===== src/skc_pkg.sv =====
// Shared types, constants and saturating cost helpers for the Sankoff site kernel.
// No dependencies; every other file of the kernel but skc_checker imports this package.
package skc_pkg;

  localparam int STATE_COUNT = 4;
  localparam int COST_BITS   = 16;
  localparam int SLOT_BITS   = 16;
  localparam int COL_BITS    = 64;
  localparam int SYMBOL_BITS = 4;
  localparam int WEIGHT_BITS = 16;
  localparam int ACC_BITS    = 48;
  localparam int PROD_BITS   = COST_BITS + WEIGHT_BITS;
  localparam int CFG_COUNT   = 5;
  localparam int CFG_IDX_BITS = 3;
  localparam int IN_DATA_BITS  = 216;
  localparam int OUT_DATA_BITS = 128;

  typedef logic [COST_BITS-1:0] cost_t;
  typedef logic [STATE_COUNT-1:0][COST_BITS-1:0] cvec_t;

  localparam cost_t LANE_MAX = '1;
  localparam logic [SYMBOL_BITS-1:0] GAP_CODE = SYMBOL_BITS'(STATE_COUNT);
  localparam logic [ACC_BITS-1:0] ACC_MAX = '1;

  typedef enum logic [1:0] {
    KIND_LEAF     = 2'd0,
    KIND_ROOTWARD = 2'd1,
    KIND_LEAFWARD = 2'd2,
    KIND_SCORE    = 2'd3
  } kind_t;

  typedef enum logic [CFG_IDX_BITS-1:0] {
    REG_COST_ROW_A = 3'd0,
    REG_COST_ROW_C = 3'd1,
    REG_COST_ROW_G = 3'd2,
    REG_COST_ROW_T = 3'd3,
    REG_INFINITY   = 3'd4
  } cfg_reg_t;

  // Sideband that rides with an item down the pipeline.
  typedef struct packed {
    kind_t                   kind;
    logic [SYMBOL_BITS-1:0]  symbol;
    logic [WEIGHT_BITS-1:0]  weight;
    logic                    last;
  } side_t;

  function automatic cost_t ceiling_of(logic [15:0] inf);
    if (inf > 16'(LANE_MAX)) begin
      return LANE_MAX;
    end
    return inf[COST_BITS-1:0];
  endfunction

  function automatic cost_t sat_add(cost_t a, cost_t b, cost_t ceil);
    logic [COST_BITS:0] s;
    s = {1'b0, a} + {1'b0, b};
    return (s > {1'b0, ceil}) ? ceil : s[COST_BITS-1:0];
  endfunction

  function automatic cvec_t unpack_col(logic [COL_BITS-1:0] v);
    cvec_t r;
    for (int i = 0; i < STATE_COUNT; i++) begin
      r[i] = v[SLOT_BITS*i +: COST_BITS];
    end
    return r;
  endfunction

  function automatic logic [COL_BITS-1:0] pack_col(cvec_t v);
    logic [COL_BITS-1:0] r;
    r = '0;
    for (int i = 0; i < STATE_COUNT; i++) begin
      r[SLOT_BITS*i +: COST_BITS] = v[i];
    end
    return r;
  endfunction

  function automatic cvec_t vec_add(cvec_t a, cvec_t b, cost_t ceil);
    cvec_t r;
    for (int i = 0; i < STATE_COUNT; i++) begin
      r[i] = sat_add(a[i], b[i], ceil);
    end
    return r;
  endfunction

endpackage


===== src/skc_merge.sv =====
// Merge of the lane results: picks the leaf, rootward, or leafward and score column and its minimum.
// Depends on skc_pkg.
module skc_merge (
  input  skc_pkg::kind_t                       kind,
  input  logic [skc_pkg::SYMBOL_BITS-1:0]      symbol,
  input  skc_pkg::cvec_t                       mt,
  input  skc_pkg::cvec_t                       mq,
  input  skc_pkg::cost_t                       ceil,
  output logic [skc_pkg::COL_BITS-1:0]         col,
  output skc_pkg::cost_t                       minimum,
  output logic                                 bad
);
  import skc_pkg::*;

  cvec_t vec;

  always_comb begin
    vec = '0;
    bad = 1'b0;
    case (kind)
      KIND_LEAF: begin
        for (int i = 0; i < STATE_COUNT; i++) begin
          if (symbol < GAP_CODE) begin
            vec[i] = (symbol == SYMBOL_BITS'(i)) ? '0 : ceil;
          end else if (symbol == GAP_CODE) begin
            vec[i] = '0;
          end else begin
            vec[i] = ceil;
          end
        end
        bad = (symbol > GAP_CODE);
      end
      KIND_ROOTWARD: vec = mt;
      default:       vec = vec_add(mt, mq, ceil);
    endcase
  end

  always_comb begin
    minimum = vec[0];
    for (int i = 1; i < STATE_COUNT; i++) begin
      if (vec[i] < minimum) minimum = vec[i];
    end
  end

  assign col = pack_col(vec);

endmodule


===== config.mk =====
export PLATFORM = sky130hd
export DESIGN_NAME = skc_merge
export DESIGN_NICKNAME = d
export VERILOG_FILES = /design/src/skc_pkg.sv /design/src/skc_merge.sv
export SDC_FILE = /design/constraint.sdc
export NUM_CORES = 1
export LEC_CHECK = 0
export ABC_AREA = 1
export ABC_CLOCK_PERIOD_IN_PS = 18600
export BUFFER_PORTS_ARGS = -buffer_cell sky130_fd_sc_hd__buf_2
export CORE_UTILIZATION = 30
export DETAILED_ROUTE_END_ITERATION = 10
export GPL_ROUTABILITY_DRIVEN = 0
export PLACE_DENSITY = 0.52
export SYNTH_ARGS = -nofsm -noshare
export SYNTH_HDL_FRONTEND = slang
export SYNTH_SLANG_ARGS = --single-unit

===== constraint.sdc =====
create_clock -name vclk -period 18.6
set_input_delay 3.72 -clock vclk [all_inputs]
set_output_delay 3.72 -clock vclk [all_outputs]
set_load 0.05 [all_outputs]

==> reports/results.ini <==
[outcome]
status = finished, final reports clean

[die]
ios = 231
die_h_um = 165
die_x_um = 165
die_area_um2 = 27200
initial_core_util = 0.305
num_rows = 59
core_um2 = 26100

[cts]
cts.repair.resized = 0
cts_hold_buf = 0

[worst_setup_path]
worst_ep_arrival_time_ps = 13600
required_ps = 14880
critPathLaunchType = input port
crit_slowest_cell = a2111oi_0
cp-end-kind = output port
worstPathMaxFanout = 31
crit_top_cell = nand2_1
cpPeakStageDelay_ps = 540
cp-startpoint = mt[18]
critPathKind = input port to output port

[cells_and_area]
area_growth_pct = 19.0
drive_gt1_frac = 0.188
nClkBuffers = 0
nFillCells = 2950
numSequentialCells = 0
register_area_um2 = 0
diodes = 0
finalNetCount = 1854
fin_util = 0.363

[min_path]
min_from = mt[2]
whs_endpoint = col[2]
hold_depth = 4
hold_class = input port to output port

[detailed_routing]
avgRoutedWirePerCell_um = 19.1
drt_iter0_markers = 980
vias = 9952
final_antenna_net_count = 0
route.detailed.drc = 0
viasPerCell = 5.35
drt-total-wl_mm = 35.6
first_pass_iters = 5

[pwr]
p_int_mw = 0.288
power.share.clock = 0
swShare = 0.710
power_density_nw_per_um2 = 105
peakVddDrop_uv = 135
pwr-share-comb = 1.000
switching_power_mw = 0.706
leakage_nw = 5.14
power_frac_seq = 0

[global_routing]
grt_usage = 0.255
antenna_found_initial = 0
grt_pass1_wl_mm = 52.4
grt_pass1_vias = 9198
grt_max_degree = 57
overflow = 0

[timing]
final-hold-violation-count = 0
slew_headroom = 0.383
rsz0062_at_grt = false
tns_ps = 0
worst_slew_pin_slew_ps = 915
finalCritPeriodShare = 0.931
slew_violations = 0
fmax_ghz = 0.0577
period_needed_ps = 17320
setup_viol = 0

[synth]
yosysTopAreaCell = ha_1
synthTopCellsByCount = 285 x nand2_1, 177 x inv_1, 173 x ha_1
synth.distinct_cells = 51
yosysWarnings = 0
synth_top_area_frac = 0.272
syn_nets = 1654
syn_avg_cell_area_um2 = 5.99
synth.area.top_cells = ha_1 27%, nand2_1 13%, a21oi_1 11%
netlist_area_um2 = 7950
synth_seq_area_share = 0
syn_inst = 1327
yosysMostFrequentCell = nand2_1

[placement]
numPortBuffers = 231
hpwl_mm = 30.4

[run]
drv_cap = 0

## through the flow
step | hold slack [ps] | power (mW) | instances | cell area, um^2 | setup WS (ps)
after global routing | 7990 | 1.10 | 1860 | 9460 | 95.8
after CTS | 7960 | 0.972 | 1857 | 9420 | 894
final | 7940 | 0.994 | 1860 | 9460 | 1280
after floorplan | 7720 | 0.735 | 1327 | 7950 | 2030
after detailed placement | 7950 | 0.968 | 1857 | 9420 | 922
after global placement | 7940 | 0.961 | 1857 | 9420 | 1310
## power by group through the flow
stage | clock network (mW) | registers [mW] | logic, mW
after floorplan | 0 | 0 | 0.735
after global placement | 0 | 0 | 0.961
after detailed placement | 0 | 0 | 0.968
after CTS | 0 | 0 | 0.972
after global routing | 0 | 0 | 1.10
final | 0 | 0 | 0.994
## worst max-delay path by stage
stage	to	depth (start not counted)
2_1_floorplan	minimum[12]	53
3_3_place_gp	minimum[9]	55
3_5_place_dp	minimum[11]	55
4_1_cts	minimum[11]	55
5_1_grt	minimum[8]	54
6_report	minimum[13]	56
## layer usage
metal / share of wire / vias up / wire (um) / global-route usage
met4: 0.032 / 0 / 1140 / 0.0713
met1: 0.44 / 4452 / 15500 / 0.341
met3: 0.085 / 61 / 3020 / 0.0266
li1: - / 4997 / - / -
met2: 0.45 / 442 / 15900 / 0.431
met5: 0 / - / 0 / 0
## cells by family (layout without fill, tap and decap cells)
family                     after synthesis  count (layout)  share of synthesized area
adders and majority gates              177             177                      0.282
AOI/OAI and AO/OA                      400             400                      0.290
xor gates and xnor gates                55              55                     0.0606
and+or+nand+nor                        468             468                      0.258
buffers and inverters                  227             425                      0.109
## critical path: cells and delay by family
| kind | cells | cell delay [ps] |
|---|---|---|
| XOR/XNOR | 1 | 160 |
| adder cells (fa/ha/maj) | 5 | 1660 |
| AO/OA/AOI/OAI | 23 | 4140 |
| buffers and inverters | 8 | 1260 |
| AND/OR/NAND/NOR | 19 | 2670 |
## area by class of cell
type	instances	area [um^2]	share of cell area
Timing Repair Buffer	240	1240	0.131
Multi-Input combinational cell	1100	7110	0.752
Inverter	185	694	0.0734
Tap cell	335	419	0.0443
## layout by cell type, fill, tap and decap left out, types with 16 or more instances in the layout
| cell type | count |
|---|---|
| xor2_1 | 43 |
| buf_2 | 231 |
| ha_1 | 173 |
| a21oi_1 | 171 |
| o21bai_1 | 18 |
| nor2_1 | 56 |
| a32oi_1 | 16 |
| o211ai_1 | 18 |
| nand3_1 | 52 |
| inv_1 | 177 |
| nand2_1 | 285 |
| nand4_1 | 23 |
| o21ai_0 | 128 |
| nor3_1 | 17 |
## repair_timing
action                     in CTS  in global routing
setup buffers                   0                  3
hold endpoints to repair        0                  0
setup endpoints to repair       0                 16
No activity file was read; power rests on OpenSTA's default activity.
