===== src/skc_pkg.sv =====
// Shared types, constants and saturating cost helpers for the Sankoff site kernel.
// No dependencies; every other file of the kernel but skc_checker imports this package.
package skc_pkg;

  localparam int STATE_COUNT = 4;
  localparam int COST_BITS   = 16;
  localparam int SLOT_BITS   = 16;
  localparam int COL_BITS    = 64;
  localparam int SYMBOL_BITS = 4;
  localparam int WEIGHT_BITS = 16;
  localparam int ACC_BITS    = 48;
  localparam int PROD_BITS   = COST_BITS + WEIGHT_BITS;
  localparam int CFG_COUNT   = 5;
  localparam int CFG_IDX_BITS = 3;
  localparam int IN_DATA_BITS  = 216;
  localparam int OUT_DATA_BITS = 128;

  typedef logic [COST_BITS-1:0] cost_t;
  typedef logic [STATE_COUNT-1:0][COST_BITS-1:0] cvec_t;

  localparam cost_t LANE_MAX = '1;
  localparam logic [SYMBOL_BITS-1:0] GAP_CODE = SYMBOL_BITS'(STATE_COUNT);
  localparam logic [ACC_BITS-1:0] ACC_MAX = '1;

  typedef enum logic [1:0] {
    KIND_LEAF     = 2'd0,
    KIND_ROOTWARD = 2'd1,
    KIND_LEAFWARD = 2'd2,
    KIND_SCORE    = 2'd3
  } kind_t;

  typedef enum logic [CFG_IDX_BITS-1:0] {
    REG_COST_ROW_A = 3'd0,
    REG_COST_ROW_C = 3'd1,
    REG_COST_ROW_G = 3'd2,
    REG_COST_ROW_T = 3'd3,
    REG_INFINITY   = 3'd4
  } cfg_reg_t;

  // Sideband that rides with an item down the pipeline.
  typedef struct packed {
    kind_t                   kind;
    logic [SYMBOL_BITS-1:0]  symbol;
    logic [WEIGHT_BITS-1:0]  weight;
    logic                    last;
  } side_t;

  function automatic cost_t ceiling_of(logic [15:0] inf);
    if (inf > 16'(LANE_MAX)) begin
      return LANE_MAX;
    end
    return inf[COST_BITS-1:0];
  endfunction

  function automatic cost_t sat_add(cost_t a, cost_t b, cost_t ceil);
    logic [COST_BITS:0] s;
    s = {1'b0, a} + {1'b0, b};
    return (s > {1'b0, ceil}) ? ceil : s[COST_BITS-1:0];
  endfunction

  function automatic cvec_t unpack_col(logic [COL_BITS-1:0] v);
    cvec_t r;
    for (int i = 0; i < STATE_COUNT; i++) begin
      r[i] = v[SLOT_BITS*i +: COST_BITS];
    end
    return r;
  endfunction

  function automatic logic [COL_BITS-1:0] pack_col(cvec_t v);
    logic [COL_BITS-1:0] r;
    r = '0;
    for (int i = 0; i < STATE_COUNT; i++) begin
      r[SLOT_BITS*i +: COST_BITS] = v[i];
    end
    return r;
  endfunction

  function automatic cvec_t vec_add(cvec_t a, cvec_t b, cost_t ceil);
    cvec_t r;
    for (int i = 0; i < STATE_COUNT; i++) begin
      r[i] = sat_add(a[i], b[i], ceil);
    end
    return r;
  endfunction

endpackage


===== src/skc_lane.sv =====
// One parent-state lane of the min-plus step: min over child states of cost + partial.
// Depends on skc_pkg; instantiated once per state by the top level.
module skc_lane (
  input  skc_pkg::cvec_t cost_row,
  input  skc_pkg::cvec_t t_col,
  input  skc_pkg::cvec_t q_col,
  input  skc_pkg::cost_t ceil,
  output skc_pkg::cost_t mt,
  output skc_pkg::cost_t mq
);
  import skc_pkg::*;

  always_comb begin
    cost_t bt;
    cost_t bq;
    cost_t st;
    cost_t sq;
    bt = sat_add(cost_row[0], t_col[0], ceil);
    bq = sat_add(cost_row[0], q_col[0], ceil);
    for (int c = 1; c < STATE_COUNT; c++) begin
      st = sat_add(cost_row[c], t_col[c], ceil);
      sq = sat_add(cost_row[c], q_col[c], ceil);
      if (st < bt) bt = st;
      if (sq < bq) bq = sq;
    end
    mt = bt;
    mq = bq;
  end

endmodule


===== config.mk =====
export PLATFORM = sky130hd
export DESIGN_NAME = skc_lane
export DESIGN_NICKNAME = d
export VERILOG_FILES = /design/src/skc_pkg.sv /design/src/skc_lane.sv
export SDC_FILE = /design/constraint.sdc
export NUM_CORES = 1
export LEC_CHECK = 0
export BUFFER_PORTS_ARGS = -buffer_cell sky130_fd_sc_hd__buf_2
export CAP_MARGIN = 20
export CORE_UTILIZATION = 35
export DETAILED_ROUTE_END_ITERATION = 16
export PLACE_DENSITY = 0.54
export SLEW_MARGIN = 20
export SYNTH_ARGS = -nofsm -noshare
export SYNTH_HDL_FRONTEND = slang
export SYNTH_SLANG_ARGS = --single-unit

===== constraint.sdc =====
create_clock -name vclk -period 37.9
set_input_delay 5.685 -clock vclk [all_inputs]
set_output_delay 5.685 -clock vclk [all_outputs]
set_load 0.01 [all_outputs]

==> summary.md <==
| Metric | Value |
|---|---|
| IO Port Bufs | `240` |
| Crit path buf inv count | `5` |
| Die height | `195 um` |
| Worst-margin pin slew | `0.904 ns` |
| Setup repair after global routing missed its margin | `no` |
| Routability congestion estimate | `0.991` |
| Placed cells | `2409` |
| Max-Cap Viols | `0` |
| Static leakage power | `7.70 nW` |
| Clk pwr share | `0%` |
| Period utilisation layout | `63.1%` |
| Pin count of the biggest net entering global routing | `38` |
| Cell type with the largest total area after synthesis | `ha_1` |
| IR drop worst, VDD | `0.0676 mV` |
| Final Non-Filler Cells | `2409` |
| Area of the die | `0.0380 mm^2` |
| # clk buffers | `0` |
| Synth Net Count | `2274` |
| Final Hold Vio Count | `0` |
| Pre-CTS setup slack | `14.15 ns` |
| Fmax | `41.8 MHz` |
| Drt first pass iters | `5` |
| DPL Wire Length | `41.7 mm` |
| Top post-synthesis cells by count | `ha_1 (342), a21oi_1 (174), nor2_1 (136)` |
| Footprint of the flip-flops and latches | `0 um^2` |
| Count of different cell masters after synthesis | `86` |
| Std cell rows | `70` |
| Critical Path RT | `32.22 ns` |
| Power share of the combinational group | `100.0%` |
| Synth Warn # | `0` |
| Ant. Diodes | `0` |
| I/O pin count | `240` |
| CP endpoint | `mt[9]` |
| Sequential Power Share | `0%` |
| Post-Syn Area | `0.0130 mm^2` |
| Initial core utilization | `35.6%` |
| Post-CTS sizing | `0` |
| First-pass GRT wire length | `73.7 mm` |
| Total core area | `0.0366 mm^2` |
| Final instance area | `0.0148 mm^2` |
| Critical Path Source Type | `input port` |
| Routed vias | `13700` |
| Drt drc | `0` |
| Placed cell area | `0.0148 mm^2` |
| Area growth from synthesis to layout | `13.7%` |
| Filler cell count | `3829` |
| Cell mode on critical path | `o21ai_0` |
| FFs & Latches | `0` |
| Initial antenna violation count | `1` |
| Top-count cell post-synth | `ha_1` |
| Worst hold path class | `input port to output port` |
| Sw Share | `59.1%` |
| Hold depth | `4` |
| Crit end category | `output port` |
| Overall routed net length | `48.6 mm` |
| Die W | `195 um` |
| Sequential fraction of the synthesis area | `0%` |
| Worst-path fanout max | `37` |
| Final setup vio count | `0` |
| Max-Slew Margin vs Limit | `39.7%` |
| Post-layout nets | `2501` |
| P_sw | `0.494 mW` |
| Status | `finished clean` |
| Post-synth top area share | `32.8%` |
| Minimum clock period | `23.90 ns` |
| Cells after Synth | `1716` |
| Setup tns final | `0 ns` |
| CP Launch Point | `cost_row[1]` |
| WL per Instance | `20.2 um` |
| Avg Cell Area, Syn | `7.60 um^2` |
| WP data arrival | `18.21 ns` |
| Max incr delay on CP | `0.84 ns` |
| Grt ovf | `0` |
| Top cell family by delay on the critical path | `compound AO/OA/AOI/OAI gates` |
| Drt via density | `5.70` |
| Worst path slowest cell | `a2111oi_2` |
| Crit. path cell count | `55` |
| Post-CTS setup buffer count | `0` |
| Iter 0 DRT Violations | `871` |
| Critical path class | `input port to output port` |
| Total GRT Usage | `24.7%` |
| Synth top area cells | `ha_1 (33%), mux2i_1 (6.9%), a21oi_1 (6.7%)` |
| Vias in the first global route | `13300` |
| Antenna Violating Nets Remaining | `0` |
| Max-slew violations | `0` |
| Final worst setup slack | `14.00 ns` |
| P_int | `0.342 mW` |
| Post-layout util | `40.5%` |
| Power density over cell area | `56.4 mW/mm^2` |
| CTS Hold Bufs | `0` |
| Share of layout cells above drive strength 1 | `16.4%` |
-- metrics by stage --
| stage | total power, mW | hold WS [ns] |
|---|---|---|
| global placement | 0.817 | 11.94 |
| finish | 0.836 | 11.94 |
| CTS | 0.830 | 11.93 |
| global route | 0.925 | 11.98 |
| detailed placement | 0.825 | 11.92 |
| floorplan | 0.593 | 11.65 |
-- worst min-delay path, cell delays in order --
cell and delay (ns):
buf_2 0.15, mux2i_1 0.12, mux2i_1 0.14, buf_2 0.15
-- cells by family (layout without fill, tap and decap cells) --
| logic type | after synthesis | in the layout | synth area share (%) |
|---|---|---|---|
| simple gates | 415 | 415 | 15.5 |
| buf+inv | 157 | 382 | 4.86 |
| fa+ha+maj | 350 | 350 | 34.0 |
| xor+xnor | 103 | 103 | 6.92 |
| compound gates | 570 | 570 | 29.1 |
| mux | 121 | 121 | 9.61 |
-- per-layer routing --
metal | global-route usage [%] | part of all wire (%) | vias to the layer above
met5 | 0 | 0.021 | -
met4 | 6.39 | 2.8 | 2
met3 | 2.57 | 5.1 | 87
met2 | 43.5 | 48 | 352
met1 | 32.0 | 44 | 6390
li1 | - | - | 6907
-- layout make-up --
class                           instances  area [um^2]  share of cell area [%]
Inverter                              123          462                    3.11
Multi-Input combinational cell       1559        12400                    83.9
Tap cell                              468          586                    3.95
Timing Repair Buffer                  259         1340                    9.06
-- worst min-delay path by stage --
stage                   from     end
floorplan           ceil[10]  mt[10]
global placement     ceil[4]   mq[4]
detailed placement   ceil[3]   mq[3]
CTS                  ceil[3]   mq[3]
global route         ceil[4]   mq[4]
finish               ceil[3]   mq[3]
-- cell usage in the layout (no fill, tap or decap), types with 30 or more instances in the layout --
cell type,synthesis,final
a21o_1,85,85
a21oi_1,174,174
buf_2,5,240
ha_1,342,342
inv_1,122,122
mux2i_1,90,90
nand2_1,85,85
nand3_1,40,40
nand4_1,35,35
nor2_1,136,136
o21a_1,30,30
o21ai_0,107,107
xnor2_1,77,77
-- power groups by stage --
stage / Clock, mW / Sequential [mW] / Combinational [mW]
global placement: 0 / 0 / 0.817
detailed placement: 0 / 0 / 0.825
CTS: 0 / 0 / 0.830
finish: 0 / 0 / 0.836
global route: 0 / 0 / 0.925
floorplan: 0 / 0 / 0.593
No activity file was read; power rests on OpenSTA's default activity.
